==> config.mk <==
export PLATFORM = sky130hd
export DESIGN_NAME = chwc_cmd_fifo
export DESIGN_NICKNAME = d
export VERILOG_FILES = /design/src/rtl/core/chwc_pkg.sv /design/src/rtl/core/chwc_cmd_fifo.sv
export SDC_FILE = /design/constraint.sdc
export NUM_CORES = 1
export LEC_CHECK = 0
export ABC_CLOCK_PERIOD_IN_PS = 1760
export BUFFER_PORTS_ARGS = -buffer_cell sky130_fd_sc_hd__buf_2
export CORE_MARGIN = 2
export CORE_UTILIZATION = 33
export DETAILED_ROUTE_END_ITERATION = 12
export PLACE_DENSITY = 0.63
export RECOVER_POWER = 50
export SETUP_SLACK_MARGIN = 0.02
export SYNTH_ARGS = -nofsm -noshare
export SYNTH_HDL_FRONTEND = slang
export SYNTH_SLANG_ARGS = --single-unit
==> constraint.sdc <==
create_clock -name clk -period 1.76 [get_ports clk]
set_input_delay 0.176 -clock clk [delete_from_list [all_inputs] [get_ports clk]]
set_output_delay 0.176 -clock clk [all_outputs]
set_load 0.02 [all_outputs]
==> src/rtl/core/chwc_pkg.sv <==
// Shared types and constants of the convex hull unit.
// Used by every module of the block; depends on nothing.
package chwc_pkg;

  localparam int CW         = 10;
  localparam int MAX_POINTS = 64;
  localparam int IDX_W      = 6;
  localparam int CNT_W      = 7;
  localparam int STK_DEPTH  = 2 * MAX_POINTS;
  localparam int STK_AW     = 7;
  localparam int DEP_W      = 8;
  localparam int DIF_W      = CW + 1;
  localparam int PRD_W      = 2 * DIF_W;
  localparam int SUM_W      = PRD_W + 1;
  localparam int CMD_DEPTH  = 4;
  localparam int CMD_AW     = 2;
  localparam int RES_DEPTH  = 2;
  localparam int RES_AW     = 1;

  typedef struct packed {
    logic [CW-1:0] x;
    logic [CW-1:0] y;
  } pt_t;

  typedef struct packed {
    logic [CW-1:0] pt_x;
    logic [CW-1:0] pt_y;
    logic          final_point;
  } in_t;

  typedef struct packed {
    logic [CW-1:0] hull_x;
    logic [CW-1:0] hull_y;
    logic          hull_last;
  } out_t;

  // Classified request handed from the front to the back.
  typedef struct packed {
    pt_t  pt;
    logic store;
    logic run;
  } cmd_t;

  typedef enum logic [4:0] {
    B_IDLE,
    B_ANC_RD, B_ANC_CMP,
    B_SRT_RDI, B_SRT_LDI, B_SRT_RDJ, B_SRT_CRS, B_SRT_SQJ, B_SRT_CNT, B_SRT_WR,
    B_SCN_RDS, B_SCN_RDP, B_SCN_GOT, B_SCN_CHK, B_SCN_TST, B_SCN_SEC,
    B_COL_RDS, B_COL_RDP, B_COL_GOT, B_COL_MUL, B_COL_TST,
    B_EM_RD, B_EM_GET, B_EM_CHK, B_EM_CMP, B_EM_FIN
  } back_state_t;

endpackage

==> src/rtl/core/chwc_cmd_fifo.sv <==
// Short request queue between the front and the back.
// Depends on chwc_pkg.
module chwc_cmd_fifo
  import chwc_pkg::*;
(
  input  logic clk,
  input  logic rst,
  input  logic wr_en,
  input  cmd_t wr_data,
  output logic full,
  input  logic rd_en,
  output cmd_t rd_data,
  output logic empty
);

  cmd_t              slots [CMD_DEPTH];
  logic [CMD_AW-1:0] wptr;
  logic [CMD_AW-1:0] rptr;
  logic [CMD_AW:0]   level;
  logic              do_wr;
  logic              do_rd;

  assign full    = (level == (CMD_AW+1)'(CMD_DEPTH));
  assign empty   = (level == '0);
  assign do_wr   = wr_en & ~full;
  assign do_rd   = rd_en & ~empty;
  assign rd_data = slots[rptr];

  // Pointers and fill level.
  always_ff @(posedge clk) begin
    if (rst) begin
      wptr  <= '0;
      rptr  <= '0;
      level <= '0;
    end else begin
      if (do_wr) wptr <= wptr + CMD_AW'(1);
      if (do_rd) rptr <= rptr + CMD_AW'(1);
      if (do_wr & ~do_rd) level <= level + (CMD_AW+1)'(1);
      else if (do_rd & ~do_wr) level <= level - (CMD_AW+1)'(1);
    end
  end

  // Payload slots.
  always_ff @(posedge clk) begin
    if (do_wr) slots[wptr] <= wr_data;
  end

endmodule

# Word level (Yosys, flattened, before mapping)
# Memories as Yosys holds them, arrays and structs flattened. A register that Yosys moved wholly into a read port is not among the register bits.
# Cells that the tools add are included.
dict set report word_totals {
  ff_bits 7
  latch_bits 0
  mem_bits_rw 88
  mem_bits_ro 0
  in_bits 26
  output_inout_bits 24
  word_cells 25
  mem_count 1
}
dict set report classes {
  add_sub_neg 4
  multipliers 0
  n_div 0
  magnitude_cmp 0
  eq_ne 1
  shift 0
  mux 6
  n_bitwise 8
  reduce_logical 2
}
# memory words width read_ports rd_ports_with_merged_regs wr line_no
set mem_list {}
lappend mem_list {slots 4 22 1 1 1 chwc_cmd_fifo.sv:16} ;# cmd_t slots [CMD_DEPTH];
# op count
set ops {}
lappend ops {{$mux 3} 2}
lappend ops {{$add 2x1->2 const B} 2}
lappend ops {{$and 1x1->1} 4}
lappend ops {{$mux 2} 2}
lappend ops {{$not 1->1} 4}
lappend ops {{$add 3x1->3 const B} 1}
lappend ops {{$eq 3x3->1 const B} 1}
lappend ops {{$logic_not 3->1} 1}
lappend ops {{$sub 3x1->3 const B} 1}
lappend ops {{$mux 1} 2}
lappend ops {{$reduce_bool 2->1} 1}

# Depth between registers and ports, before layout
dict set report depth {
  ltp_word 7
  mapped_depth 8
  mapped_depth_nobuf 8
}

# Worst setup path before layout
# No wires, ideal clock.
dict set report synth_path {
  path_kind {reg2reg}
  start {register level[0]}
  end {register level[2]}
  setup_time_ns 0.070
  arrival_time_ns 1.944
  required_time_ns 1.690
  slack_ns -0.254
  path_stages_with_launch 9
  path_buffers 0
  period_less_slack_ns 2.014
  cell_sequence {dfxtp_1 > nor3b_2 > nor2_2 > ha_1 > inv_1 > fa_1 > xor2_1 > or3_1 > a21oi_1}
}
dict set report synth_between {
  elab_chain_cells 6
  word_cells_on_any_way 15
  cone_classes {add/sub (2); eq/ne (1); mux (2); bitwise (8); reduce/logical (2)}
}
# item line_no
set synth_lines {}
lappend synth_lines {{start, declared} chwc_cmd_fifo.sv:19} ;# logic [CMD_AW:0] level;
lappend synth_lines {{start signal, assigned} chwc_cmd_fifo.sv:38} ;# if (do_wr & ~do_rd) level <= level + (CMD_AW+1)'(1);
lappend synth_lines {{start signal, assigned} chwc_cmd_fifo.sv:39} ;# else if (do_rd & ~do_wr) level <= level - (CMD_AW+1)'(1);
lappend synth_lines {{$eq 3x3->1 *} chwc_cmd_fifo.sv:23} ;# assign full = (level == (CMD_AW+1)'(CMD_DEPTH));
lappend synth_lines {{net full} chwc_cmd_fifo.sv:10} ;# output logic full,
lappend synth_lines {{$not 1->1 *} chwc_cmd_fifo.sv:25} ;# assign do_wr = wr_en & ~full;
lappend synth_lines {{$and 1x1->1 *} chwc_cmd_fifo.sv:25}
lappend synth_lines {{net do_wr} chwc_cmd_fifo.sv:20} ;# logic do_wr;
lappend synth_lines {{$not 1->1} chwc_cmd_fifo.sv:39}
lappend synth_lines {{$and 1x1->1} chwc_cmd_fifo.sv:39}
lappend synth_lines {{$reduce_bool 2->1 (no source line)} n/a}
# The timed path passes the listed nets; every way through them passes the cells marked *. The select of a mux whose other input is x is not followed.
# A chain may end at the register's enable or synchronous reset.

# Final worst setup path
dict set report layout_path {
  start {register level[1]}
  end {register level[2]}
}
dict set report layout_between {
  elab_chain_cells 6
  word_cells_on_any_way 15
  cone_classes {add/sub (2); eq/ne (1); mux (2); bitwise (8); reduce/logical (2)}
}
# item line_no
set layout_lines {}
lappend layout_lines {{$eq 3x3->1 or $logic_not 3->1 (tied branches)} {chwc_cmd_fifo.sv:23, chwc_cmd_fifo.sv:24}}
lappend layout_lines {{$not 1->1 (on tied branches)} {chwc_cmd_fifo.sv:25, chwc_cmd_fifo.sv:26}}
lappend layout_lines {{$and 1x1->1 (on tied branches)} {chwc_cmd_fifo.sv:25, chwc_cmd_fifo.sv:26}}
lappend layout_lines {{$not 1->1 (on tied branches)} {chwc_cmd_fifo.sv:39, chwc_cmd_fifo.sv:38}}
lappend layout_lines {{$and 1x1->1 (on tied branches)} {chwc_cmd_fifo.sv:39, chwc_cmd_fifo.sv:38}}
lappend layout_lines {{$reduce_bool 2->1 (no source line) or $mux 3 (tied branches)} n/a}
# Parallel ways exist; a longest one is shown, timed or not. The select of a mux whose other input is x is not followed.

==> results.py <==
metrics = {
    "layout": {
        "nets": 269,
        "seq_area_sq_mm": 0.002835,
        "layout-drive-gt1-share_pct": 39.42,
        "postLayoutCoreUtil_pct": 42.79,
        "fin_area_sq_mm": 0.004618,
        "multi_input_area_sq_um": 790.8,
        "n_antenna_cell": 0,
        "fill_cells": 955,
        "layout-area-overhead-vs-synth_pct": 26.58,
    },
    "place": {
        "gp_congestion": 0.6622,
        "io_buffers": 49,
        "placed_area_sq_mm": 0.004222,
        "dp_hpwl_mm": 3.908,
    },
    "grt": {
        "grt_antenna_before_repair": 0,
        "grt_pass1_wl_mm": 9.342,
        "grt_overflow": 0,
        "grtUsageTotal_pct": 10.99,
        "grt_max_degree": 23,
        "first_global_vias": 1813,
    },
    "critical_path": {
        "crit_buf_inv": 1,
        "r2r-end": "level[2]$_SDFFE_PP0P_",
        "crit_path_end": "level[2]$_SDFFE_PP0P_",
        "r2r_cells": 7,
        "worstPathCellList": "o31ai_4 > ha_2 > inv_2 > fa_2 > xor2_1 > or3_1 > a21oi_2",
        "critPathKind": "flip-flop to flip-flop",
        "endpoint_kind": "flip-flop",
        "crit_path_start": "level[1]$_SDFFE_PP0P_",
        "crit_slowest_cell": "dfxtp_2",
        "arrival_ns": 2.16,
        "r2r_start": "level[1]$_SDFFE_PP0P_",
        "cp_top_family": "adder cells",
        "critical_path_depth": 7,
        "crit_required_ns": 2.04,
        "critPathMaxStageDelay_ns": 0.36,
        "cp-start-kind": "flip-flop",
        "cp_max_fo": 3,
        "regToRegSetupSlack_ns": -0.11,
    },
    "clock_tree": {
        "htree_levels": 3,
        "clkSinkCount": 97,
        "cts_tree": "yes",
        "cts.clk_slew.worst_paths_ns": 0.10,
        "ctsHoldBuffers": 0,
        "root_buffer": "clkbuf_8",
        "clock_latency_ns": 0.36,
        "clockBufferDepth": 2,
        "cts_made_buffers": 9,
    },
    "drt": {
        "viasPerCell": 4.491,
        "antenna_left": 0,
        "drt-initial-drc-count": 49,
        "drc": 0,
        "wl_per_cell_microns": 16.18,
        "drt_pass1_iterations": 4,
        "drt-total-wl_mm": 6.164,
        "via_count": 1711,
    },
    "pwr": {
        "powerDensity_mw_per_mm2": 1457,
        "power_uw": 6729,
        "ir_worst_vdd_v": 0.0006960,
        "p_leak_uw": 0.001543,
    },
    "worst_hold_path": {
        "min_path_type": "input pin to flip-flop",
    },
    "synth": {
        "ys_async_sr_fraction_pct": 0,
        "syn-cell-area_sq_mm": 0.003648,
        "yosys_most_used_dff": "edfxtp_1",
        "synthCells": 162,
        "yosysMostFrequentCell": "edfxtp_1",
        "synth-edff-count": 88,
        "ys_seq_area_share_pct": 77.37,
        "synth_top_area_cell": "edfxtp_1",
        "synthTopCellsByCount": "88 x edfxtp_1, 20 x mux4_2, 9 x dfxtp_1, 5 x ha_1, 5 x nor2_1",
        "synth_top_area_share_pct": 72.43,
        "syn_nets": 194,
        "synth_area_leaders": "edfxtp_1 72%, mux4_2 12%, dfxtp_1 4.9%, ha_1 1.7%, mux4_1 1.4%",
        "avgSynthCellArea_sq_um": 22.52,
        "yosys_register_bits": 97,
        "yosysWarnings": 0,
        "synth_cell_types": 23,
    },
    "sta": {
        "hold_viol": 0,
        "setup_ws_ns": -0.1124,
        "max_slew_margin_pct": 78.57,
        "fin_skew_ns": 0.01370,
        "rsz0062_at_grt": "yes",
        "period_minus_slack_ns": 1.872,
        "drv_slew": 0,
        "min_period_over_period_pct": 106.4,
        "fmax_mhz": 534.1,
        "tightest_slew_ns": 0.3165,
        "final.setup.tns_ns": -0.2422,
        "finalSetupViolations": 11,
        "fin_hold_ws_ns": 0.07668,
    },
    "flow_run": {
        "drv_cap": 0,
    },
    "floorplan": {
        "die_w_microns": 109.1,
        "initial_core_util_pct": 33.80,
        "placementRows": 38,
        "die_y_microns": 109.1,
        "pin_count": 50,
        "die-area_sq_mm": 0.01191,
        "core_area_sq_mm": 0.01079,
    },
    "status": {
        "failed_checks": "setup timing",
        "status": "finished, violations left",
    },
}
## final cells by class
type / instances / share of cell area (%)
clock inverters: 6 / 2.005
well taps: 140 / 3.793
flip-flops and latches: 97 / 61.39
repair buffers: 69 / 12.68
clock buffers: 9 / 2.682
inverters: 4 / 0.3251
multi-input cells: 56 / 17.12
## sequential cells by signal, indices dropped and copies added (netlist names), named ones only
signal / flops
level: 3
rptr: 2
slots: 88
wptr: 2
## worst min path at each step
stage                           start  slack [ns]  depth (start not counted)                      to
final                     wr_data[11]        0.08                          1  slots[0][11]$_DFFE_PP_
after global routing       wr_data[4]        0.06                          1   slots[3][4]$_DFFE_PP_
after CTS                  wr_data[7]        0.02                          1   slots[3][7]$_DFFE_PP_
after detailed placement   wr_data[0]        0.39                          1   slots[1][0]$_DFFE_PP_
after global placement     wr_data[0]        0.39                          1   slots[2][0]$_DFFE_PP_
after floorplan            wr_data[0]        0.27                          0   slots[0][0]$_DFFE_PP_
## logic make-up (layout without fill, tap and decap cells)
family,count (synthesis),in the layout,share of synthesized area (%)
buf+inv,9,88,1.406
flops,97,97,77.37
simple gates,16,16,2.537
mux,24,24,14.33
xor+xnor,4,4,0.9601
fa+ha+maj,6,6,2.263
compound gates,6,6,1.132
## cell usage in the layout (no fill, tap or decap), drive strengths merged, types with 2 or more instances in the layout
master,synthesis,final
nand2b,2,2
buf,4,46
mux2i,2,2
edfxtp,88,88
a21oi,2,2
mux4,22,22
clkbuf,1,32
bufinv,0,2
clkinv,0,2
inv,4,5
nor2,6,6
o21ai,2,2
xor2,4,4
dfxtp,9,9
ha,5,5
and2,4,4
or3,2,2
## routing by layer
layer / vias up / GRT usage (%) / share of wire [%]
li1: 805 / - / -
met1: 861 / 13.38 / 44
met2: 39 / 17.70 / 50
met3: 6 / 4.483 / 5.8
met4: 0 / 3.846 / 1.1
met5: - / 0 / 0
## worst register-to-register path, delay by kind of cell (launching register included)
| kind | cells | cell delay (ns) |
|---|---|---|
| fa+ha+maj | 2 | 0.55 |
| buf+inv | 1 | 0.04 |
| flops | 1 | 0.36 |
| compound gates | 2 | 0.38 |
| xor+xnor | 1 | 0.15 |
| simple gates | 1 | 0.32 |
## what timing repair did
item / 4_1_cts / 5_1_grt
pin swaps: 2 / 1
setup endpoints to repair: 23 / 23
gates resized for setup: 29 / 23
setup buffers: 3 / 0
cloned: 1 / 1
## power breakdown
part	internal [uW]	switching, uW
Combinational	1230	1020
Sequential	2790	132
Clock	802	750
Total	4830	1900
## stage by stage
stage	worst slack, ns	instances
final	-0.1124	381
after global routing	-0.1701	381
after CTS	-0.09727	381
after detailed placement	-0.1093	362
after global placement	-0.05835	362
after floorplan	-0.1249	162
(Power assumes the default switching activity.)
