$ cat config.mk
export PLATFORM = sky130hd
export DESIGN_NAME = chwc_front
export DESIGN_NICKNAME = d
export VERILOG_FILES = /design/src/rtl/core/chwc_pkg.sv /design/src/rtl/core/chwc_front.sv
export SDC_FILE = /design/constraint.sdc
export NUM_CORES = 1
export LEC_CHECK = 0
export BUFFER_PORTS_ARGS = -buffer_cell sky130_fd_sc_hd__buf_2
export CAP_MARGIN = 5
export CELL_PAD_IN_SITES_DETAIL_PLACEMENT = 1
export CELL_PAD_IN_SITES_GLOBAL_PLACEMENT = 1
export CORE_MARGIN = 5
export CORE_UTILIZATION = 24
export DETAILED_ROUTE_END_ITERATION = 6
export HOLD_SLACK_MARGIN = 0.02
export PLACE_DENSITY = 0.8
export SYNTH_ARGS = -nofsm -noshare
export SYNTH_HDL_FRONTEND = slang
export SYNTH_SLANG_ARGS = --single-unit
$ cat constraint.sdc
create_clock -name clk -period 1.6 [get_ports clk]
set_input_delay 0.32 -clock clk [delete_from_list [all_inputs] [get_ports clk]]
set_output_delay 0.32 -clock clk [all_outputs]
set_load 0.1 [all_outputs]
$ cat src/rtl/core/chwc_pkg.sv
// Shared types and constants of the convex hull unit.
// Used by every module of the block; depends on nothing.
package chwc_pkg;

  localparam int CW         = 10;
  localparam int MAX_POINTS = 64;
  localparam int IDX_W      = 6;
  localparam int CNT_W      = 7;
  localparam int STK_DEPTH  = 2 * MAX_POINTS;
  localparam int STK_AW     = 7;
  localparam int DEP_W      = 8;
  localparam int DIF_W      = CW + 1;
  localparam int PRD_W      = 2 * DIF_W;
  localparam int SUM_W      = PRD_W + 1;
  localparam int CMD_DEPTH  = 4;
  localparam int CMD_AW     = 2;
  localparam int RES_DEPTH  = 2;
  localparam int RES_AW     = 1;

  typedef struct packed {
    logic [CW-1:0] x;
    logic [CW-1:0] y;
  } pt_t;

  typedef struct packed {
    logic [CW-1:0] pt_x;
    logic [CW-1:0] pt_y;
    logic          final_point;
  } in_t;

  typedef struct packed {
    logic [CW-1:0] hull_x;
    logic [CW-1:0] hull_y;
    logic          hull_last;
  } out_t;

  // Classified request handed from the front to the back.
  typedef struct packed {
    pt_t  pt;
    logic store;
    logic run;
  } cmd_t;

  typedef enum logic [4:0] {
    B_IDLE,
    B_ANC_RD, B_ANC_CMP,
    B_SRT_RDI, B_SRT_LDI, B_SRT_RDJ, B_SRT_CRS, B_SRT_SQJ, B_SRT_CNT, B_SRT_WR,
    B_SCN_RDS, B_SCN_RDP, B_SCN_GOT, B_SCN_CHK, B_SCN_TST, B_SCN_SEC,
    B_COL_RDS, B_COL_RDP, B_COL_GOT, B_COL_MUL, B_COL_TST,
    B_EM_RD, B_EM_GET, B_EM_CHK, B_EM_CMP, B_EM_FIN
  } back_state_t;

endpackage

$ cat src/rtl/core/chwc_front.sv
// Front end of the convex hull unit: accepts points and classifies them.
// Depends on chwc_pkg.
module chwc_front
  import chwc_pkg::*;
(
  input  logic clk,
  input  logic rst,
  input  logic push,
  input  in_t  point,
  output logic full,
  input  logic cmd_full,
  output logic cmd_push,
  output cmd_t cmd
);

  logic [CNT_W-1:0] count;
  logic             accepted;

  assign full     = cmd_full;
  assign accepted = push & ~cmd_full;

  // A point is stored while the store has room; a final point always starts a run.
  always_comb begin
    cmd.pt.x  = point.pt_x;
    cmd.pt.y  = point.pt_y;
    cmd.store = (count < CNT_W'(MAX_POINTS));
    cmd.run   = point.final_point;
    cmd_push  = accepted & (cmd.store | cmd.run);
  end

  // Fill level as the back end will see it.
  always_ff @(posedge clk) begin
    if (rst) begin
      count <= '0;
    end else if (accepted) begin
      if (point.final_point) begin
        count <= '0;
      end else if (cmd.store) begin
        count <= count + CNT_W'(1);
      end
    end
  end

endmodule

* Word-level counts from Yosys, hierarchy flattened
Index checks and enable logic that the tools add are counted.
Storage, ports and cells: register bits 7, word-level logic and storage cells 11
Operators by class: $add $sub $neg 1, order comparisons 1, mux-type cells 2, bitwise logic cells 4, reduce and logical (&&, ||, !) cells 2
Operators by type and width (count):
- 7-bit two-way mux | 2
- 7-bit by 1-bit adder with 7-bit output (second input constant) | 1
- 7-bit less-than comparator (second input constant) | 1
- 1-bit bitwise AND | 2
- 2-bit AND reduction | 1
- 2-bit nonzero test | 1
- 1-bit inverter | 1
- 1-bit OR | 1

* Logic depth before layout (Yosys ltp)
Gate-level depths: netlist (run 1).
depth after elaboration 3, depth in mapped cells 4

* Worst setup path before layout (run 1)
OpenSTA, ideal clock, no wires.
kind input port to output port, from input cmd_full, to output cmd_push, data arrival time 1.832 ns, required time 1.280 ns, path slack -0.552 ns, stages 3, cell sequence nand2b_4 -> buf_6 -> nor2_1
Between the ends: cells in the longest elaborated chain, start to end 3
RTL lines:
- start: declaration | RTL line chwc_front.sv:11 | input logic cmd_full,
- 1-bit inverter | RTL line chwc_front.sv:20 | assign accepted = push & ~cmd_full;
- 1-bit bitwise AND | RTL line chwc_front.sv:20
- 1-bit bitwise AND | RTL line chwc_front.sv:28 | cmd_push = accepted & (cmd.store | cmd.run);
- end: declaration | RTL line chwc_front.sv:12 | output logic cmd_push,
No other way between the ends.

* Worst setup path in the final report (run 1)
from register count[6], to output cmd_push
Between the ends: cells in the longest elaborated chain, start to end 3
RTL lines:
- start: declaration | RTL line chwc_front.sv:16 | logic [CNT_W-1:0] count;
- start signal: assignment | RTL line chwc_front.sv:39 | count <= count + CNT_W'(1);
- 7-bit less-than comparator | RTL line chwc_front.sv:26 | cmd.store = (count < CNT_W'(MAX_POINTS));
- 1-bit OR | RTL line chwc_front.sv:28
- 1-bit bitwise AND | RTL line chwc_front.sv:28
No other way between the ends.

==> results of run 1 <==
## synthesized netlist by cell type
master,instances,area [µm²]
inv_1,3,11.26
buf_6,1,11.26
ha_1,1,12.51
o21ai_0,2,10.01
or4b_1,1,10.01
nor4_1,3,18.77
dfxtp_1,7,140.1
mux2i_1,3,30.03
nor2_1,1,3.750
clkbuf_1,1,3.750
nand2b_4,1,13.76
or3b_2,3,26.28
o31ai_1,2,15.01
nand2_1,3,11.26
or3_1,1,6.260
nand3_1,1,5.000
or4_1,1,7.510
nand3b_1,4,30.03
a21oi_1,3,15.01
nand2b_1,1,6.260
nor2b_1,2,12.51
buf_4,22,165.2
## cells by family after synthesis
kind of cell	count (synthesis)	synth area share
and+or+nand+nor	22	0.2677
buffers and inverters	27	0.3385
adders and majority gates	1	0.02212
DFF	7	0.2478
muxes	3	0.05310
AOI/OAI and AO/OA	7	0.07078
## power breakdown
part           internal, mW  switching [mW]
clock                0.0956          0.0711
combinational        0.0228          0.0479
sequential            0.176         0.00184
total                 0.295           0.121
## through the flow
step	setup WS, ps	instance area, µm²	util	hold WS, ps	cells
after floorplan	204.9	573.1	-	389.1	67
after global placement	278.3	490.5	0.2196	485.0	80
after detailed placement	194.9	490.5	0.2196	498.5	80
after CTS	137.2	516.7	0.2314	305.2	84
after global routing	103.7	516.7	0.2314	313.9	84
final	163.0	516.7	0.2314	304.3	84
## final timing paths
| check | startpoint | end | slack, ps | depth (start not counted) |
|---|---|---|---|---|
| worst max-delay path | count[6] | cmd_push | 160 | 3 |
| worst min-delay path | rst | count[1] | 300 | 2 |
| worst max register to register | count[0] | count[2] | 260 | 4 |
| worst min register to register | count[5] | count[5] | 500 | 2 |
## per-layer routing
| layer | vias up | part of all wire | track usage |
|---|---|---|---|
| met4 | 0 | 0.028 | 0.05960 |
| met2 | 12 | 0.49 | 0.1116 |
| li1 | 186 | - | - |
| met5 | - | 0 | 0 |
| met3 | 6 | 0.12 | 0.05702 |
| met1 | 180 | 0.37 | 0.07087 |
## layout make-up
class | instances | share of cell area
Inverter | 3 | 0.02179
Tap cell | 28 | 0.06780
Timing Repair Buffer | 9 | 0.1211
Clock buffer | 4 | 0.05085
Multi-Input combinational cell | 33 | 0.4673
Sequential cell | 7 | 0.2712
## worst max-delay path, delay by kind of cell, from the launching register on
family	cells	cell delay, ps
flip-flops	1	350
AND/OR/NAND/NOR	2	340
buffers and inverters	1	170
==> flow_summary_export.csv, run 1 <==
group,metric,value,unit
drt,drtPass1Iterations,2,
global_routing,gr-usage-all-layers,0.07602,
global_routing,antenna_found_initial,0,
yosys,seq_area_frac_synth,0.2478,
critical_path,start_kind,"flop",
global_routing,grt_pass1_wl,1.890,mm
power,leakagePower,0.1758,nW
power,power_density,804.4,mW/mm²
cells_and_area,area_growth,-8.628,%
floorplanning,die-width,58.55,µm
drt,wire_per_inst,12.55,µm
floorplanning,start_util,0.2532,
global_routing,grt_pass1_vias,427,
run_status,status,"finished, final reports clean",
drt,vias_per_cell,4.571,
cells_and_area,diodes,0,
global_routing,grt_start_max_net_pins,12,
timing,rsz0062_at_grt,"no",
drt,ant_nets,0,
floorplanning,core_area,0.002233,mm²
drt,wl,1.054,mm
clock_network,path_clk_slew,50,ps
timing,fin_crit_sh,0.8981,
timing,final_hold_viol_count,0,
power,power,0.4157,mW
clock_network,numCtsBuffers,3,
timing,max_slew.worst_pin.slew,488.4,ps
timing,fmax,0.6959,GHz
timing,slew_viol_final,0,
critical_path,end_kind,"output pin",
timing,fin_skew,3.364,ps
yosys,syn_inst,67,
cells_and_area,multiInputGateArea,241.5,µm²
floorplanning,row_count,17,
critical_path,path_class,"flop to output pin",
clock_network,numClockSinks,7,
floorplanning,die_area,0.003428,mm²
floorplanning,pin_count,49,
clock_network,post_cts_buffers,0,
power,peakVddDrop,0.3319,mV
yosys,yosysUniqueCellTypes,22,
cells_and_area,regMostFlops,"count",
cells_and_area,drive_above_1_share,0.3036,
clock_network,post_cts_resized,0,
yosys,ys_ff_latch,7,
timing,period_minus_slack,1437,ps
hold_path,holdCritPathClass,"input pin to flop",
clock_network,cts_tree,"built",
clock_network,cts_buffer_depth,2,
yosys,avgSynthCellArea,8.441,µm²
cells_and_area,largest_reg_flops,7,
yosys,yosys_warnings,0,
timing,setup_violations,0,
drt,drtIter0Drc,3,
global_routing,grt_overflow_total,0,
cells_and_area,nFillCells,277,
drt,vias,384,
job,drv_cap,0,
timing,final.setup.tns,0,ps
cells_and_area,nets,83,
critical_path,critical_path_arrival,1120,ps
floorplanning,die_h,58.55,µm
critical_path,crit_path_cell_trace,"nor2b_1, nor2_4, buf_12",
critical_path,required,1280,ps
critical_path,critPathMaxFanout,3,
critical_path,cpMaxStageDelayCell,"dfxtp_1",
drt,drc_errors,0,
timing,maxSlewHeadroom,0.6766,
placement,port_buffers,8,
critical_path,cpPeakStageDelay,350,ps
placement,place_congestion,0.8027,
cells_and_area,reg_top3,"count x7",
cells_and_area,final_cell_mix,"7 x dfxtp_1, 7 x buf_2, 4 x nand3b_1",
clock_network,worstSkewPairLatency,260,ps
yosys,synth_area,565.5,µm²
cells_and_area,seq_area,140.1,µm²
clock_network,ctsHoldBuffers,0,
clock_network,root_buffer,"clkbuf_4",
yosys,synth_fp_nets,93,
clock_network,cts_max_level,1,
placement,place_hpwl,838.3,µm
(Power assumes the default switching activity.)
==> run 2, diff against run 1 <==
--- a/config.mk
+++ b/config.mk
@@ -9,7 +9,7 @@
 export CAP_MARGIN = 5
 export CELL_PAD_IN_SITES_DETAIL_PLACEMENT = 1
 export CELL_PAD_IN_SITES_GLOBAL_PLACEMENT = 1
-export CORE_MARGIN = 5
+export CORE_MARGIN = 2
 export CORE_UTILIZATION = 24
 export DETAILED_ROUTE_END_ITERATION = 6
 export HOLD_SLACK_MARGIN = 0.02
==> run 2 against run 1 <==
Combinational power is 0.7% lower. Power fell by 1.8%. Cell count unchanged. Critical path type unchanged. Largest cell class unchanged.
==> flow_summary_export.csv, run 2 (synthesis gave the netlist of run 1 again) <==
group,metric,value,unit
critical_path,cpPeakStageDelay,340,ps
floorplanning,pin_count,49,
clock_network,worstSkewPairLatency,250,ps
power,peakVddDrop,0.3454,mV
clock_network,cts_tree,"built",
critical_path,critPathMaxFanout,3,
cells_and_area,reg_top3,"count x7",
placement,place_area,490.5,µm²
clock_network,post_cts_buffers,0,
cells_and_area,final_area,516.7,µm²
clock_network,numCtsBuffers,3,
clock_network,post_cts_resized,0,
placement,place_congestion,0.7582,
power,power_density,789.9,mW/mm²
critical_path,crit_path_cell_trace,"nor2b_1, nor2_4, buf_12",
timing,max_slew.worst_pin.slew,488.4,ps
critical_path,crit_path_start,"count[6]",
timing,fin_crit_sh,0.8886,
timing,slew_viol_final,0,
critical_path,r2r-start,"count[0]",
hold_path,worstHoldStart,"rst",
cells_and_area,fin_util,0.2336,
drt,drc_errors,0,
power,leakagePower,0.1758,nW
timing,maxSlewHeadroom,0.6766,
clock_network,cts_max_level,1,
timing,fmax,0.7034,GHz
cells_and_area,area_growth,-8.628,%
timing,whs,331.1,ps
clock_network,ctsHoldBuffers,0,
hold_path,holdCritPathClass,"input pin to flop",
clock_network,numClockSinks,7,
global_routing,grt_overflow_total,0,
critical_path,end_kind,"output pin",
critical_path,path_class,"flop to output pin",
global_routing,grt_start_max_net_pins,12,
global_routing,antenna_found_initial,0,
floorplanning,core_area,0.002212,mm²
cells_and_area,nets,83,
global_routing,grt_pass1_wl,1.704,mm
cells_and_area,largest_reg_flops,7,
cells_and_area,drive_above_1_share,0.3036,
timing,final.setup.tns,0,ps
clock_network,path_clk_slew,50,ps
critical_path,start_kind,"flop",
floorplanning,die_area,0.002761,mm²
drt,drtPass1Iterations,4,
global_routing,grt_pass1_vias,395,
clock_network,cts_buffer_depth,2,
floorplanning,die-width,52.55,µm
cells_and_area,final_cell_mix,"7 x dfxtp_1, 7 x buf_2, 4 x nand3b_1",
placement,dp.cells,80,
timing,rsz0062_at_grt,"no",
drt,ant_nets,0,
clock_network,root_buffer,"clkbuf_4",
job,drv_cap,0,
floorplanning,row_count,17,
cells_and_area,regMostFlops,"count",
placement,place_hpwl,776.6,µm
drt,drtIter0Drc,2,
critical_path,cpMaxStageDelayCell,"dfxtp_1",
drt,wl,985,µm
floorplanning,die_h,52.55,µm
drt,vias_per_cell,4.536,
cells_and_area,diodes,0,
cells_and_area,fin_cells,84,
placement,port_buffers,8,
global_routing,gr-usage-all-layers,0.08778,
cells_and_area,nFillCells,275,
timing,final_hold_viol_count,0,
floorplanning,start_util,0.2557,
drt,vias,381,
run_status,status,"finished, final reports clean",
critical_path,critical_path_arrival,1100,ps
timing,period_minus_slack,1422,ps
drt,wire_per_inst,11.73,µm
timing,setup_violations,0,
timing,fin_skew,1.499,ps
critical_path,required,1280,ps
==> run 2: cell counts in the layout (fill, tap and decap cells not counted) <==
Identical to the previous run, type by type.
==> run 2: final cells by class <==
type | count | area, µm² | share of cell area
inverter | 3 | 11.26 | 0.02179
tap | 28 | 35.03 | 0.06780
clock buffer | 4 | 26.28 | 0.05085
sequential | 7 | 140.1 | 0.2712
multi-input combinational | 33 | 241.5 | 0.4673
timing repair buffer | 9 | 62.56 | 0.1211
==> run 2: final timing paths <==
check / to / slack (ps) / cells past startpoint
hold reg to reg: count[4] / 510 / 2
setup reg to reg: count[2] / 240 / 4
hold / removal: count[1] / 330 / 2
setup / recovery: cmd_push / 180 / 3
==> run 2: routing by layer <==
metal | wire (µm) | track usage | up-vias
met4 | 2 | 0.04274 | 0
li1 | - | - | 185
met5 | 0 | 0 | -
met2 | 486 | 0.1396 | 4
met1 | 419 | 0.08793 | 190
met3 | 76 | 0.05714 | 2
==> run 2: power by group <==
part / total [mW] / leakage, nW / internal (mW) / switching (mW)
combinational: 0.0702 / 0.104 / 0.0225 / 0.0477
sequential: 0.179 / 0.0565 / 0.177 / 0.00211
clock: 0.159 / 0.0150 / 0.0951 / 0.0642
==> run 2: critical path, delay by kind of cell, from the launching register on <==
kind,cells,cell delay [ps]
simple gates,2,340
flops,1,340
buf+inv,1,170
==> run 2: metrics by stage <==
step	total power, mW	setup slack, ps
after floorplan	0.4736	204.9
after global placement	0.2516	276.5
after global routing	0.4311	97.49
after detailed placement	0.2531	215.8
final	0.4082	178.3
after CTS	0.4174	161.8
==> run 3, diff against run 2 <==
--- a/config.mk
+++ b/config.mk
@@ -5,15 +5,16 @@
 export SDC_FILE = /design/constraint.sdc
 export NUM_CORES = 1
 export LEC_CHECK = 0
+export ABC_AREA = 1
 export BUFFER_PORTS_ARGS = -buffer_cell sky130_fd_sc_hd__buf_2
 export CAP_MARGIN = 5
 export CELL_PAD_IN_SITES_DETAIL_PLACEMENT = 1
 export CELL_PAD_IN_SITES_GLOBAL_PLACEMENT = 1
 export CORE_MARGIN = 2
-export CORE_UTILIZATION = 24
+export CORE_UTILIZATION = 23
 export DETAILED_ROUTE_END_ITERATION = 6
 export HOLD_SLACK_MARGIN = 0.02
-export PLACE_DENSITY = 0.8
+export PLACE_DENSITY = 0.81
 export SYNTH_ARGS = -nofsm -noshare
 export SYNTH_HDL_FRONTEND = slang
 export SYNTH_SLANG_ARGS = --single-unit
==> run 3 against run 2 <==
Combinational power up 2%. Sequential share of layout area shrank 0.34 points. Final area up 2.2%. Critical path type unchanged. Critical endpoint is now cmd[1]. Highest routed layer unchanged.
==> flow_summary_export.csv, run 3 <==
group,metric,value,unit
cells_and_area,fin_cells,100,
cells_and_area,diodes,0,
yosys,synth-simple-area-share,0.2819,
drt,wire_per_inst,10.53,µm
yosys,synth-adder-area-share,0.02237,
timing,period_minus_slack,1423,ps
critical_path,end_kind,"output pin",
yosys,synthArstFlopShare,0,
floorplanning,die-width,53.31,µm
critical_path,path_class,"flop to output pin",
yosys,synth_top_family_by_area,"buffers and inverters",
global_routing,gr-usage-all-layers,0.09139,
clock_network,cts_buffer_depth,2,
global_routing,antenna_found_initial,0,
cells_and_area,nets,99,
critical_path,cpMaxStageDelayCell,"buf_2",
power,power,0.4135,mW
timing,final_hold_viol_count,0,
drt,ant_nets,0,
cells_and_area,drive_above_1_share,0.2778,
cells_and_area,reg_top3,"count x7",
yosys,syn_inst,82,
floorplanning,die_area,0.002842,mm²
placement,port_buffers,8,
job,drv_cap,0,
critical_path,cpPeakStageDelay,430,ps
yosys,yosysUniqueCellTypes,15,
timing,fin_skew,2.750,ps
yosys,synthTopCellsByArea,"buf_4 30%, dfxtp_1 25%, nand2_1 9.4%",
drt,vias,410,
clock_network,post_cts_buffers,0,
clock_network,worstSkewPairLatency,260,ps
cells_and_area,regMostFlops,"count",
yosys,avgSynthCellArea,6.821,µm²
yosys,synth_compound_area_frac,0.06264,
placement,place_hpwl,832.9,µm
yosys,yosys_warnings,0,
floorplanning,core_area,0.002255,mm²
yosys,synth.area.mux_share,0,
yosys,yosys_most_used_dff,"dfxtp_1",
timing,slew_viol_final,0,
timing,fmax,0.7027,GHz
power,power_density,783.2,mW/mm²
yosys,synthTopCellsByCount,"22 x buf_4, 14 x nand2_1, 12 x inv_1, 7 x dfxtp_1, 6 x nor2_1",
hold_path,holdCritPathClass,"input pin to flop",
clock_network,path_clk_slew,50,ps
timing,fin_crit_sh,0.8894,
power,peakVddDrop,0.3575,mV
critical_path,required,1280,ps
critical_path,crit_path_cell_trace,"clkinvlp_4, buf_2",
critical_path,critical_path_arrival,1100,ps
yosys,seq_area_frac_synth,0.2506,
critical_path,start_kind,"flop",
placement,dp.cells,96,
global_routing,grt_pass1_vias,438,
timing,maxSlewHeadroom,0.6790,
cells_and_area,final_cell_mix,"14 x nand2_1, 11 x inv_1, 7 x buf_2",
global_routing,grt_start_max_net_pins,8,
timing,rsz0062_at_grt,"no",
placement,place_congestion,0.7389,
yosys,synth_area,559.3,µm²
floorplanning,die_h,53.31,µm
cells_and_area,multiInputGateArea,217.7,µm²
floorplanning,row_count,17,
yosys,synth-edff-count,0,
drt,drc_errors,0,
clock_network,cts_tree,"built",
yosys,ys_ff_latch,7,
drt,wl,1.053,mm
clock_network,numClockSinks,7,
timing,final.setup.tns,0,ps
cells_and_area,largest_reg_flops,7,
cells_and_area,seq_area,141.4,µm²
floorplanning,pin_count,49,
yosys,synth_most_common_cell,"buf_4",
timing,whs,243.8,ps
drt,drtIter0Drc,0,
timing,max_slew.worst_pin.slew,484.9,ps
timing,setup_violations,0,
critical_path,critPathMaxFanout,3,
clock_network,cts_max_level,1,
clock_network,post_cts_resized,0,
yosys,synth_fp_nets,108,
yosys,synth_top_area_frac,0.2953,
clock_network,ctsHoldBuffers,0,
yosys,yosysTopAreaCell,"buf_4",
clock_network,root_buffer,"clkbuf_4",
clock_network,numCtsBuffers,3,
cells_and_area,nFillCells,310,
run_status,status,"finished, final reports clean",
power,leakagePower,0.2161,nW
yosys,synth_xor_area_frac,0,
floorplanning,start_util,0.2481,
drt,vias_per_cell,4.100,
cells_and_area,area_growth,-5.593,%
cells_and_area,final_common_cell,"nand2_1",
drt,drtPass1Iterations,1,
critical_path,crit_family,"buffers and inverters",
global_routing,grt_overflow_total,0,
critical_path,path_buf_inv,2,
global_routing,grt_pass1_wl,1.821,mm
==> run 3: worst paths after layout <==
| check | startpoint | endpoint | slack (ps) | depth (start not counted) |
|---|---|---|---|---|
| worst min register to register | count[2] | count[2] | 500 | 2 |
| worst max-delay path | count[6] | cmd[1] | 180 | 2 |
| worst min-delay path | rst | count[1] | 240 | 2 |
| worst max register to register | count[1] | count[4] | 490 | 6 |
==> run 3: stage by stage <==
stage	util	cell area, µm²	worst slack, ps
2_1_floorplan	-	576.8	-47.81
4_1_cts	0.2342	528.0	161.6
5_1_grt	0.2342	528.0	134.2
3_5_place_dp	0.2225	501.7	339.2
6_report	0.2342	528.0	177.0
3_3_place_gp	0.2225	501.7	388.5
==> run 3: layout make-up <==
class	count	area share
multi-input combinational	40	0.4123
sequential	7	0.2678
timing repair buffer	8	0.1043
inverter	13	0.09953
tap	28	0.06635
clock buffer	4	0.04976
==> run 3: worst reg2reg max path: cells and delay by family (launching register included) <==
| kind | cells | cell delay, ps |
|---|---|---|
| flops | 1 | 380 |
| fa+ha+maj | 1 | 190 |
| simple gates | 5 | 440 |
==> run 3: power by group <==
part | switching [mW] | internal [mW] | total [mW]
clock | 0.0680 | 0.0953 | 0.163
combinational | 0.0537 | 0.0177 | 0.0714
sequential | 0.00196 | 0.177 | 0.179
total | 0.124 | 0.290 | 0.414
==> run 3: cells by family (layout without fill, tap and decap cells) <==
| logic type | Yosys count | after routing |
|---|---|---|
| simple gates | 32 | 32 |
| compound gates | 7 | 7 |
| buf+inv | 35 | 25 |
| fa+ha+maj | 1 | 1 |
| flops | 7 | 7 |
==> run 3: metal layers <==
metal  wire length [µm]  GRT usage  vias to the layer above
met5                  0          0                        -
met4                 19    0.05128                        0
met3                 87    0.04520                        6
met2                554     0.1523                        8
met1                392    0.09137                      188
li1                   -          -                      208
