===== src/rtl/core/chwc_pkg.sv =====
// Shared types and constants of the convex hull unit.
// Used by every module of the block; depends on nothing.
package chwc_pkg;

  localparam int CW         = 10;
  localparam int MAX_POINTS = 64;
  localparam int IDX_W      = 6;
  localparam int CNT_W      = 7;
  localparam int STK_DEPTH  = 2 * MAX_POINTS;
  localparam int STK_AW     = 7;
  localparam int DEP_W      = 8;
  localparam int DIF_W      = CW + 1;
  localparam int PRD_W      = 2 * DIF_W;
  localparam int SUM_W      = PRD_W + 1;
  localparam int CMD_DEPTH  = 4;
  localparam int CMD_AW     = 2;
  localparam int RES_DEPTH  = 2;
  localparam int RES_AW     = 1;

  typedef struct packed {
    logic [CW-1:0] x;
    logic [CW-1:0] y;
  } pt_t;

  typedef struct packed {
    logic [CW-1:0] pt_x;
    logic [CW-1:0] pt_y;
    logic          final_point;
  } in_t;

  typedef struct packed {
    logic [CW-1:0] hull_x;
    logic [CW-1:0] hull_y;
    logic          hull_last;
  } out_t;

  // Classified request handed from the front to the back.
  typedef struct packed {
    pt_t  pt;
    logic store;
    logic run;
  } cmd_t;

  typedef enum logic [4:0] {
    B_IDLE,
    B_ANC_RD, B_ANC_CMP,
    B_SRT_RDI, B_SRT_LDI, B_SRT_RDJ, B_SRT_CRS, B_SRT_SQJ, B_SRT_CNT, B_SRT_WR,
    B_SCN_RDS, B_SCN_RDP, B_SCN_GOT, B_SCN_CHK, B_SCN_TST, B_SCN_SEC,
    B_COL_RDS, B_COL_RDP, B_COL_GOT, B_COL_MUL, B_COL_TST,
    B_EM_RD, B_EM_GET, B_EM_CHK, B_EM_CMP, B_EM_FIN
  } back_state_t;

endpackage


===== src/rtl/core/chwc_res_fifo.sv =====
// Result queue that decouples the back from the receiver.
// Depends on chwc_pkg.
module chwc_res_fifo
  import chwc_pkg::*;
(
  input  logic clk,
  input  logic rst,
  input  logic wr_en,
  input  out_t wr_data,
  output logic full,
  input  logic rd_en,
  output out_t rd_data,
  output logic empty
);

  out_t              slots [RES_DEPTH];
  logic [RES_AW-1:0] wptr;
  logic [RES_AW-1:0] rptr;
  logic [RES_AW:0]   level;
  logic              do_wr;
  logic              do_rd;

  assign full    = (level == (RES_AW+1)'(RES_DEPTH));
  assign empty   = (level == '0);
  assign do_wr   = wr_en & ~full;
  assign do_rd   = rd_en & ~empty;
  assign rd_data = slots[rptr];

  // Pointers and fill level.
  always_ff @(posedge clk) begin
    if (rst) begin
      wptr  <= '0;
      rptr  <= '0;
      level <= '0;
    end else begin
      if (do_wr) wptr <= wptr + RES_AW'(1);
      if (do_rd) rptr <= rptr + RES_AW'(1);
      if (do_wr & ~do_rd) level <= level + (RES_AW+1)'(1);
      else if (do_rd & ~do_wr) level <= level - (RES_AW+1)'(1);
    end
  end

  // Payload slots.
  always_ff @(posedge clk) begin
    if (do_wr) slots[wptr] <= wr_data;
  end

endmodule


===== config.mk =====
export PLATFORM = sky130hd
export DESIGN_NAME = chwc_res_fifo
export DESIGN_NICKNAME = d
export VERILOG_FILES = /design/src/rtl/core/chwc_pkg.sv /design/src/rtl/core/chwc_res_fifo.sv
export SDC_FILE = /design/constraint.sdc
export NUM_CORES = 1
export LEC_CHECK = 0
export BUFFER_PORTS_ARGS = -buffer_cell sky130_fd_sc_hd__clkbuf_2
export CORE_MARGIN = 1
export CORE_UTILIZATION = 45
export DETAILED_ROUTE_END_ITERATION = 10
export MAX_ROUTING_LAYER = met4
export PLACE_DENSITY = 0.78
export SYNTH_ARGS = -nofsm -noshare
export SYNTH_HDL_FRONTEND = slang
export SYNTH_SLANG_ARGS = --single-unit

===== constraint.sdc =====
create_clock -name clk -period 3.95 [get_ports clk]
set_input_delay 0.79 -clock clk [delete_from_list [all_inputs] [get_ports clk]]
set_output_delay 0.79 -clock clk [all_outputs]
set_load 0.01 [all_outputs]

-- Word-level counts from Yosys, hierarchy flattened
Memories as Yosys holds them, arrays and structs flattened. A register that Yosys moved wholly into a read port is not among the register bits.
Cells that the tools add are included.
- register bits: 4
- latch bits: 0
- bits in writable memories: 42
- ROM bits: 0
- bits of input ports: 25
- memories: 1
- add/sub/neg operators: 4
- multiply operators: 0
- div/mod/pow operators: 0
- order comparisons: 0
- equal/unequal tests: 1
- shifts and indexed selects: 0
- muxes and demuxes: 6
- bitwise logic cells: 8
- reduce and logical (&&, ||, !) cells: 2
- memory list (name ; depth ; width ; rd ports ; clocked after Yosys merged registers in ; wr ports ; RTL line ; RTL):
    slots ; 2 ; 21 ; 1 ; 1 ; 1 ; chwc_res_fifo.sv:16 ; out_t slots [RES_DEPTH];
- operators with widths (operator ; number):
    $and A1 B1 Y1 ; 4
    $mux W1 ; 4
    $mux W2 ; 2
    $not A1 Y1 ; 4
    $add A1 B1 Y1 const B ; 2
    $add A2 B1 Y2 const B ; 1
    $eq A2 B2 Y1 const B ; 1
    $logic_not A2 Y1 ; 1
    $reduce_bool A2 Y1 ; 1
    $sub A2 B1 Y2 const B ; 1

-- Depth between registers and ports, before layout
Gate-level depths: netlist of the first run.
- depth after elaboration: 7
- gate-level depth with buffers: 6
- depth with buffers taken out: 6

-- Least setup slack after synthesis of the first run
Ideal clock, no wire load.
- path type: input -> register
- from: in wr_en
- to: mem slots[0][0] (netlist bit) (enable)
- library setup time: 0.376 ns
- data arrival time: 1.618 ns
- required time: 3.574 ns
- path slack: 1.956 ns
- stages: 3
- buffers on the path: 0
- cells stage by stage: inv_1 or3_1 inv_1
- cells in the longest elaborated chain, start to end: 3
- RTL lines (element ; RTL line ; RTL):
    start, declared ; chwc_res_fifo.sv:8 ; input logic wr_en,
    $and A1 B1 Y1 ; chwc_res_fifo.sv:25 ; assign do_wr = wr_en & ~full;
    $mux W1 ; chwc_res_fifo.sv:45 ; if (do_wr) slots[wptr] <= wr_data;
    $mux W1 (not written as such) ; chwc_res_fifo.sv:45 ;
    end, declared ; chwc_res_fifo.sv:16 ;
No other way between the ends.

==> flow_summary_export.csv, run 1 <==
group,metric,value,unit
timing,hold_ws,0.4923,ns
setup_path,critical_path.cell_chain,"mux2_2, clkbuf_2",
synthesis,syn_inst_count,90,
setup_path,max_stage_delay_cell_worst_path,"dfxtp_1",
placed_design,dp_hpwl,1714,um
floorplanning,die_span_in_x,63.92,um
synthesis,avgSynthCellArea,19.17,sq um
synthesis,synth_edf_count,42,
synthesis,yosys_register_bits,47,
timing,final_max_slew_viol_count,0,
clocking,cts-root-buf,"clkbuf_8",
setup_path,cp.arrival,1.79,ns
placed_design,portBuffers,47,
global_routing,pin_count_of_the_biggest_net_entering_global_routing,22,
routing,viasPerCell,4.759,
global_routing,grt_use_total,14.30,%
finish,final.fill_count,306,
synthesis,synth.top_cell.area_share,73.10,%
synthesis,synth_top_cells_by_area,"edfxtp_1 73%, mux2_2 14%, dfxtp_1 5.8%",
clocking,clock_insertion_delay_worst_skew,0.30,ns
timing,tns,0,ns
synthesis,synth.most_common_cell,"edfxtp_1",
floorplanning,die_area,4086,sq um
routing,drt_iter0_markers,32,
routing,met3_wirelength,134,um
synthesis,synth_common_cells,"42 x edfxtp_1, 21 x mux2_2, 5 x dfxtp_1, 5 x nor2_1",
routing,initial_drt_pass_iterations,4,
clocking,tritoncts.num_buffers,5,
worst_hold_path,hp-class,"reg2reg",
synthesis,seq_area_frac_synth,78.90,%
synthesis,netlist.top_cell.by_area,"edfxtp_1",
clocking,ctsHoldBuffers,0,
setup_path,timing_worst_setup_path_type,"reg2out",
power,p_per_area,654.7,nW/um^2
synthesis,count_of_synthesis_stage_warnings_from_yosys,0,
clocking,post_cts_resize_count,0,
setup_path,critPathLaunchType,"flip-flop",
clocking,cts.sinks,47,
global_routing,globalRoute.totalOverflow,0,
finish,final_core_util,58.65,%
routing,maxUsedRoutingLayer,"met4",
timing,final-hold-violation-count,0,
clocking,cts_tree,"yes",
floorplanning,rows,22,
global_routing,grt_pass1_vias,904,
synthesis,synthesis.nets,116,
routing,avgRoutedWirePerCell,13.03,um
synthesis,most_instantiated_flip_flop_cell_in_the_synthesis_netlist,"edfxtp_1",
placed_design,place_congestion,0.6315,
clocking,post_cts.repair.setup_buffers,0,
routing,route.final.wire_length,2489,um
status,status,"completed",
timing,max_clock_freq,387.0,MHz
finish,flow.area_growth_from_synthesis,24.44,%
timing,setup_viol,0,
setup_path,critical_path_required,3.16,ns
routing,drtAntennaViolNets,0,
timing,skew,0.002489,ns
finish,drive_gt1_share,53.85,%
setup_path,timing.critical_path.fanout_max,21,
routing,met2_length,1341,um
finish,finish.net_count,168,
clocking,clk_transition_reported_paths,0.08,ns
timing,rsz0062_at_grt,"false",
setup_path,end_kind,"output pin",
power,worst_ir_drop_vdd,0.0003880,V
floorplanning,boundaryPins,48,
clocking,buffers_from_clock_root_to_sink_at_most,2,
power,power.static_leakage,0.8291,nW
floorplanning,fp.dieH,63.92,um
floorplanning,floorplan.core_area,3661,sq um
routing,vias_after_detailed_routing,909,
run,max-cap-violations,0,
timing,smallest_setup_slack_after_layout,1.366,ns
timing,layout_worst_path_cycle_share,65.42,%
timing,final.min_clock_period,2.584,ns
global_routing,initial_antenna_violation_count,0,
timing,worst_slew_pin_slew,0.9358,ns
synthesis,syn-cell-area,1725,sq um
placed_design,dp_slack,1.653,ns
synthesis,asyncSetResetFlopFracSynth,0,%
finish,diodes,0,
synthesis,synth.distinct_cells,13,
global_routing,grt_first_pass_wirelength,3891,um
routing,drt_drc_violations_left,0,
floorplanning,floorplan.initialDensity,47.13,%
timing,slew-limit-headroom,37.53,%
routing,wl_met1,935,um
clocking,htreeDepth,2,
setup_path,cp_slowest_stage_delay,0.94,ns
-- per-stage QoR --
stage / power, mW / instance area [sq um] / cells
floorplan: 0.8962 / 1725 / 90
global route: 1.474 / 2147 / 191
global placement: 1.006 / 2011 / 183
detailed placement: 1.021 / 2011 / 183
finish: 1.406 / 2147 / 191
CTS: 1.420 / 2147 / 191
-- final timing paths --
path / slack (ns) / depth (start not counted) / start / to
max: 1.37 / 2 / flip-flop / rd_data[16]
min: 0.49 / 2 / wptr / wptr
max reg2reg: 2.11 / 3 / level[0] / slots[1][13]
min reg2reg: 0.49 / 2 / wptr / wptr
-- flip-flops by register name, indices dropped and copies added (netlist names), named ones only --
signal,count
level,2
wptr,1
rptr,1
slots,42
-- placed cells by master (no fill, tap or decap) --
cell type,Yosys,routed
clkbuf_2,0,47
edfxtp_1,42,42
mux2_2,21,21
nor2_1,5,5
dfxtp_1,5,5
clkbuf_8,0,5
o21ai_0,3,3
xor2_1,3,3
inv_1,2,2
or3_1,2,2
a21oi_1,2,2
bufinv_16,0,2
nor2b_2,1,1
and2_1,1,1
ha_1,1,1
clkinvlp_4,0,1
-- critical path: cells and delay by family, from the launching register on --
| family | cells | cell delay, ns |
|---|---|---|
| buffers and inverters | 1 | 0.13 |
| flip-flops | 1 | 0.94 |
| multiplexers | 1 | 0.43 |
-- cell type report --
type / count / area, sq um / share of cell area (%)
well taps: 48 / 60.06 / 2.797
repair buffers: 47 / 235.2 / 10.96
multi-input cells: 39 / 346.6 / 16.14
clock inverters: 3 / 67.56 / 3.147
clock buffers: 5 / 68.82 / 3.205
inverters: 2 / 7.507 / 0.3497
flip-flops and latches: 47 / 1361 / 63.40
-- kinds of logic (layout without fill, tap and decap cells) --
family | after synthesis | in the layout | share of synthesized area, %
multiplexers | 21 | 21 | 13.71
AND/OR/NAND/NOR | 9 | 9 | 2.683
flip-flops | 47 | 47 | 78.90
AO/OA/AOI/OAI | 5 | 5 | 1.450
buffers and inverters | 4 | 57 | 1.015
adder cells (fa/ha/maj) | 1 | 1 | 0.7250
XOR/XNOR | 3 | 3 | 1.523
-- per-layer routing --
layer / vias up / GRT usage [%]
met3: 8 / 5.893
li1: 441 / -
met5: - / -
met2: 27 / 23.67
met4: 0 / 9.375
met1: 433 / 13.56
-- power breakdown --
part / switching [mW] / total (mW) / internal (mW) / leakage, nW
clock network: 0.150 / 0.401 / 0.252 / 0.0644
logic: 0.157 / 0.320 / 0.163 / 0.331
registers: 0.0555 / 0.684 / 0.629 / 0.434
No activity file was read; power rests on OpenSTA's default activity.
==> inputs of run 2 (changes only) <==
--- a/config.mk
+++ b/config.mk
@@ -10,7 +10,7 @@
 export CORE_UTILIZATION = 45
 export DETAILED_ROUTE_END_ITERATION = 10
 export MAX_ROUTING_LAYER = met4
-export PLACE_DENSITY = 0.78
+export PLACE_DENSITY = 0.81
 export SYNTH_ARGS = -nofsm -noshare
 export SYNTH_HDL_FRONTEND = slang
 export SYNTH_SLANG_ARGS = --single-unit
==> constraint.sdc (replaced) <==
create_clock -name clk -period 2.3 [get_ports clk]
set_input_delay 0.46 -clock clk [delete_from_list [all_inputs] [get_ports clk]]
set_output_delay 0.46 -clock clk [all_outputs]
set_load 0.01 [all_outputs]
==> run 2 against run 1 <==
Global-route usage increased by 1.5 points. Via count is 2.0% higher. Combinational power increased by 98%. Clock power up 69%. Critical path type unchanged. Highest routed layer unchanged.
==> flow_summary_export.csv, run 2 (synthesis gave the netlist of run 1 again) <==
group,metric,value,unit
clocking,clock_insertion_delay_worst_skew,0.28,ns
routing,vias_after_detailed_routing,927,
timing,final.min_clock_period,1.758,ns
setup_path,critical_path_required,1.84,ns
setup_path,cp.arrival,1.30,ns
setup_path,reg2reg_setup_slack,0.69,ns
finish,most-common-layout-cells,"47 x clkbuf_2, 42 x edfxtp_1, 21 x mux2_2",
power,p_per_area,1120,nW/um^2
floorplanning,rows,22,
placed_design,dp_cells,187,
finish,largest_register_ff_count,42,
finish,reg_top3,"slots (42), level (2)",
setup_path,end_kind,"output pin",
placed_design,dp_slack,0.6573,ns
setup_path,reg2reg_to,"level[1]",
routing,drtAntennaViolNets,0,
clocking,htreeDepth,2,
global_routing,grt_pass1_vias,954,
finish,final_core_util,59.36,%
setup_path,worst-r2r-cell-count,5,
routing,drt_drc_violations_left,0,
clocking,cts_tree,"yes",
finish,drive_gt1_share,54.42,%
floorplanning,die_area,4086,sq um
finish,diodes,0,
clocking,post_cts.repair.setup_buffers,0,
finish,max_flop_register,"slots",
finish,layout_commonest_cell,"clkbuf_2",
setup_path,critical_path.cell_chain,"buf_4, mux2_2, clkbuf_2",
timing,worst_slew_pin_slew,0.2792,ns
timing,tns,0,ns
power,power.static_leakage,0.8511,nW
routing,viasPerCell,4.754,
clocking,ctsHoldBuffers,0,
timing,slew-limit-headroom,81.19,%
global_routing,globalRoute.totalOverflow,0,
timing,final_max_slew_viol_count,0,
setup_path,cp_slowest_stage_delay,0.35,ns
timing,rsz0062_at_grt,"false",
worst_hold_path,hp-class,"in2reg",
power,worst_ir_drop_vdd,0.0007295,V
global_routing,initial_antenna_violation_count,0,
floorplanning,die_span_in_x,63.92,um
clocking,clk_transition_reported_paths,0.08,ns
global_routing,grt_use_total,15.76,%
timing,skew,0.006143,ns
clocking,cts.sinks,47,
setup_path,r2r-start,"level[1]",
global_routing,pin_count_of_the_biggest_net_entering_global_routing,22,
floorplanning,boundaryPins,48,
timing,hold_ws,0.3617,ns
clocking,tritoncts.num_buffers,5,
timing,layout_worst_path_cycle_share,76.43,%
routing,route.final.wire_length,2725,um
routing,avgRoutedWirePerCell,13.97,um
worst_hold_path,hold_end,"slots[1][2]",
timing,max_clock_freq,568.9,MHz
worst_hold_path,min_path_cells,1,
setup_path,critPathLaunchType,"flip-flop",
status,status,"completed",
placed_design,portBuffers,47,
setup_path,critPathTopFamily,"multiplexers",
placed_design,dp_hpwl,1990,um
floorplanning,floorplan.core_area,3661,sq um
finish,final.fill_count,281,
timing,setup_viol,0,
clocking,buffers_from_clock_root_to_sink_at_most,2,
routing,initial_drt_pass_iterations,3,
floorplanning,floorplan.initialDensity,47.13,%
setup_path,critical_path_buf_inv_count,2,
floorplanning,fp.dieH,63.92,um
finish,finish.net_count,172,
run,max-cap-violations,0,
setup_path,timing_worst_setup_path_type,"reg2out",
routing,drt_iter0_markers,16,
clocking,cts-root-buf,"clkbuf_8",
clocking,post_cts_resize_count,0,
setup_path,timing.critical_path.fanout_max,12,
timing,final-hold-violation-count,0,
finish,flow.area_growth_from_synthesis,25.96,%
worst_hold_path,min-delay-start,"wr_data[2]",
global_routing,grt_first_pass_wirelength,4485,um
timing,smallest_setup_slack_after_layout,0.5422,ns
setup_path,max_stage_delay_cell_worst_path,"mux2_2",
placed_design,place_congestion,0.6749,
finish,layoutNonFillerInstCount,195,
## run 2: cell count changes in the layout (fill, tap and decap cells not counted)
cell	previous run	this run
clkbuf_1	0	1
clkinvlp_4	1	0
buf_4	0	4
## run 2: worst register-to-register path, cell delays in order (launching register included)
cell	delay, ns
dfxtp_1	0.37
nor2b_2	0.21
nor2_1	0.08
ha_1	0.33
or3_1	0.36
a21oi_1	0.18
## run 2: through the flow
| step | power [mW] | cell area (sq um) |
|---|---|---|
| global placement | 1.757 | 2041 |
| global route | 2.571 | 2173 |
| CTS | 2.472 | 2173 |
| finish | 2.435 | 2173 |
| detailed placement | 1.790 | 2041 |
| floorplan | 1.539 | 1725 |
## run 2: layer usage
metal	routed length (um)	track usage (%)	up-vias
li1	-	-	450
met1	1057	17.37	453
met2	1537	25.93	22
met3	110	6.429	2
met4	20	5.114	0
met5	0	-	-
## run 2: where the power goes
part	total [mW]	switching (mW)	internal, mW
Clock	0.678	0.244	0.434
Sequential	1.12	0.0454	1.08
Combinational	0.634	0.330	0.304
Total	2.43	0.620	1.81
## run 2: how the worst max path moves through the flow
| stage | from | depth (start not counted) | endpoint |
|---|---|---|---|
| floorplan | wr_en | 3 | slots[0][0] |
| global placement | wr_en | 5 | slots[0][18] |
| detailed placement | wr_en | 5 | slots[0][18] |
| CTS | flip-flop | 3 | rd_data[10] |
| global route | flip-flop | 3 | rd_data[10] |
| finish | flip-flop | 3 | rd_data[10] |
## run 2: cell type report
type | instances | area [sq um] | area share [%]
clock buffer | 6 | 72.57 | 3.339
multi-input combinational | 39 | 346.6 | 15.95
tap | 48 | 60.06 | 2.763
clock inverter | 2 | 60.06 | 2.763
sequential | 47 | 1361 | 62.64
inverter | 2 | 7.507 | 0.3454
timing repair buffer | 51 | 265.3 | 12.20
==> inputs of run 3 (changes only) <==
==> constraint.sdc (replaced) <==
create_clock -name clk -period 1.4 [get_ports clk]
set_input_delay 0.28 -clock clk [delete_from_list [all_inputs] [get_ports clk]]
set_output_delay 0.28 -clock clk [all_outputs]
set_load 0.01 [all_outputs]
==> run 3 against run 2 <==
The run now ends with setup timing left. Setup slack worse by 0.69 ns. Global-route usage is 1.1 points higher. Clock-buffer cell count is 1 higher. Via count is 5.8% higher. Sequential cell count stayed put. Register-to-register slack worse by 0.75 ns. Clock power is 11% higher. Total power is 81% higher. Critical path depth stayed put. Sequential share of layout area is 7.6 points lower. Core utilization is 8.6 points higher. Critical endpoint is now rd_data[12]. Highest routed layer unchanged.
==> flow_summary_export.csv, run 3 (synthesis gave the netlist of run 1 again) <==
group,metric,value,unit
clocking,clock_insertion_delay_worst_skew,0.29,ns
placed_design,dp_cells,190,
finish,largest_register_ff_count,42,
power,total_switching_power,1.215,mW
global_routing,grt_use_total,16.82,%
finish,drive_gt1_share,62.58,%
timing,final_max_slew_viol_count,0,
power,pwr-share-comb,39.8,%
finish,seqCellArea,1370,sq um
timing,tns,-2.972,ns
power,worst_ir_drop_vdd,0.0009484,V
floorplanning,die_span_in_x,63.92,um
timing,rsz0062_at_grt,"true",
clocking,buffers_from_clock_root_to_sink_at_most,2,
timing,max_clock_freq,645.4,MHz
setup_path,critPathTopFamily,"flip-flops",
timing,smallest_setup_slack_after_layout,-0.1494,ns
placed_design,place_congestion,0.6398,
power,power.static_leakage,0.9959,nW
setup_path,critical_path.cell_chain,"buf_8, mux2_4, buf_8",
routing,vias_after_detailed_routing,981,
timing,worst_slew_pin_slew,0.2144,ns
setup_path,timing.critical_path.fanout_max,6,
global_routing,grt_pass1_vias,1021,
timing,final-hold-violation-count,0,
power,power_switching_share,27.55,%
routing,initial_drt_pass_iterations,4,
floorplanning,rows,22,
setup_path,critical_path_buf_inv_count,2,
status,status,"complete, but fails checks",
power,p_per_area,1772,nW/um^2
clocking,cts_tree,"yes",
routing,route.final.wire_length,3073,um
setup_path,cp_slowest_stage_delay,0.40,ns
timing,setup_viol,22,
floorplanning,die_area,4086,sq um
clocking,clk_transition_reported_paths,0.08,ns
floorplanning,floorplan.initialDensity,47.13,%
timing,layout_worst_path_cycle_share,110.7,%
routing,avgRoutedWirePerCell,15.14,um
finish,reg_top3,"slots (42), level (2)",
placed_design,dp_hpwl,2034,um
setup_path,timing_worst_setup_path_type,"reg2out",
run,max-cap-violations,0,
floorplanning,floorplan.core_area,3661,sq um
setup_path,end_kind,"output pin",
finish,most-common-layout-cells,"42 x edfxtp_1, 28 x clkbuf_2, 21 x mux2_4, 20 x buf_6",
status,violations,"setup timing",
global_routing,grt_first_pass_wirelength,4850,um
routing,drt_drc_violations_left,0,
global_routing,initial_antenna_violation_count,0,
placed_design,portBuffers,47,
finish,flow.area_growth_from_synthesis,44.31,%
clocking,cts-root-buf,"clkbuf_8",
setup_path,max_stage_delay_cell_worst_path,"dfxtp_4",
timing,skew,0.003564,ns
finish,layout_commonest_cell,"edfxtp_1",
global_routing,pin_count_of_the_biggest_net_entering_global_routing,14,
power,internal_power,3.196,mW
routing,drtAntennaViolNets,0,
clocking,htreeDepth,2,
finish,diodes,0,
clocking,cts.sinks,47,
global_routing,globalRoute.totalOverflow,0,
finish,finish.net_count,180,
clocking,tritoncts.num_buffers,5,
floorplanning,boundaryPins,48,
power,seq_power_share,43.2,%
routing,viasPerCell,4.833,
finish,final.fill_count,253,
routing,drt_iter0_markers,31,
setup_path,critical_path_required,1.12,ns
worst_hold_path,hp-class,"in2reg",
setup_path,cp.arrival,1.27,ns
timing,final.min_clock_period,1.549,ns
finish,multi_input_comb_area,459.2,sq um
finish,max_flop_register,"slots",
setup_path,critical-path-top-cell-by-count,"buf_8",
power,power_frac_clock,17.0,%
timing,slew-limit-headroom,85.56,%
finish,layoutNonFillerInstCount,203,
setup_path,critPathLaunchType,"flip-flop",
floorplanning,fp.dieH,63.92,um
-- run 3: stage by stage --
stage / instance area [sq um] / util, % / hold WS, ns / worst slack, ns / power (mW)
after floorplan: 1743 / - / 0.3417 / 0.003109 / 2.565
after detailed placement: 2118 / 57.86 / 0.4749 / -0.07404 / 3.076
final: 2490 / 68.01 / 0.1760 / -0.1494 / 4.411
after global routing: 2490 / 68.01 / 0.1649 / -0.1998 / 4.626
after CTS: 2351 / 64.22 / 0.1679 / -0.1635 / 4.154
after global placement: 2118 / 57.86 / 0.4687 / 0.02262 / 3.012
-- run 3: area by class of cell --
type	instances	area share [%]
Multi-Input combinational cell	39	18.44
Tap cell	48	2.412
Sequential cell	47	55.02
Timing Repair Buffer	59	20.40
Clock buffer	7	3.065
Clock inverter	1	0.2010
Inverter	2	0.4523
-- run 3: final timing paths --
check	cells after the start	startpoint	endpoint	slack, ns
setup / recovery	3	flip-flop	rd_data[12]	-0.15
hold reg to reg	2	rptr	rptr	0.53
hold / removal	1	wr_data[7]	slots[0][7]	0.18
setup reg to reg	6	level[1]	level[1]	-0.06
-- run 3: routing by layer --
| layer | track usage (%) | vias up | share of wire (%) |
|---|---|---|---|
| li1 | - | 472 | - |
| met1 | 18.14 | 479 | 38 |
| met2 | 29.52 | 27 | 56 |
| met3 | 5.179 | 3 | 4.9 |
| met4 | 5.114 | 0 | 0.88 |
| met5 | - | - | 0 |
-- run 3: power groups by stage --
stage | Combinational [mW] | Clock (mW) | Sequential [mW]
finish | 1.76 | 0.750 | 1.91
CTS | 1.48 | 0.774 | 1.90
global placement | 1.14 | 0 | 1.87
global route | 1.87 | 0.833 | 1.92
floorplan | 0.696 | 0 | 1.87
detailed placement | 1.18 | 0 | 1.89
-- run 3: repair_timing --
action / 4_1_cts / 5_1_grt
setup buffers: 2 / 1
hold buffers: 0 / 0
pin swaps: 2 / 2
setup endpoints to repair: 22 / 44
cloned: 2 / 0
gates resized for setup: 35 / 40
-- run 3: worst reg2reg max path: cells and delay by family, from the launching register on --
kind | cells | cell delay, ns
AOI/OAI and AO/OA | 1 | 0.12
xor gates and xnor gates | 1 | 0.15
adders and majority gates | 1 | 0.16
DFF | 1 | 0.37
and+or+nand+nor | 3 | 0.60
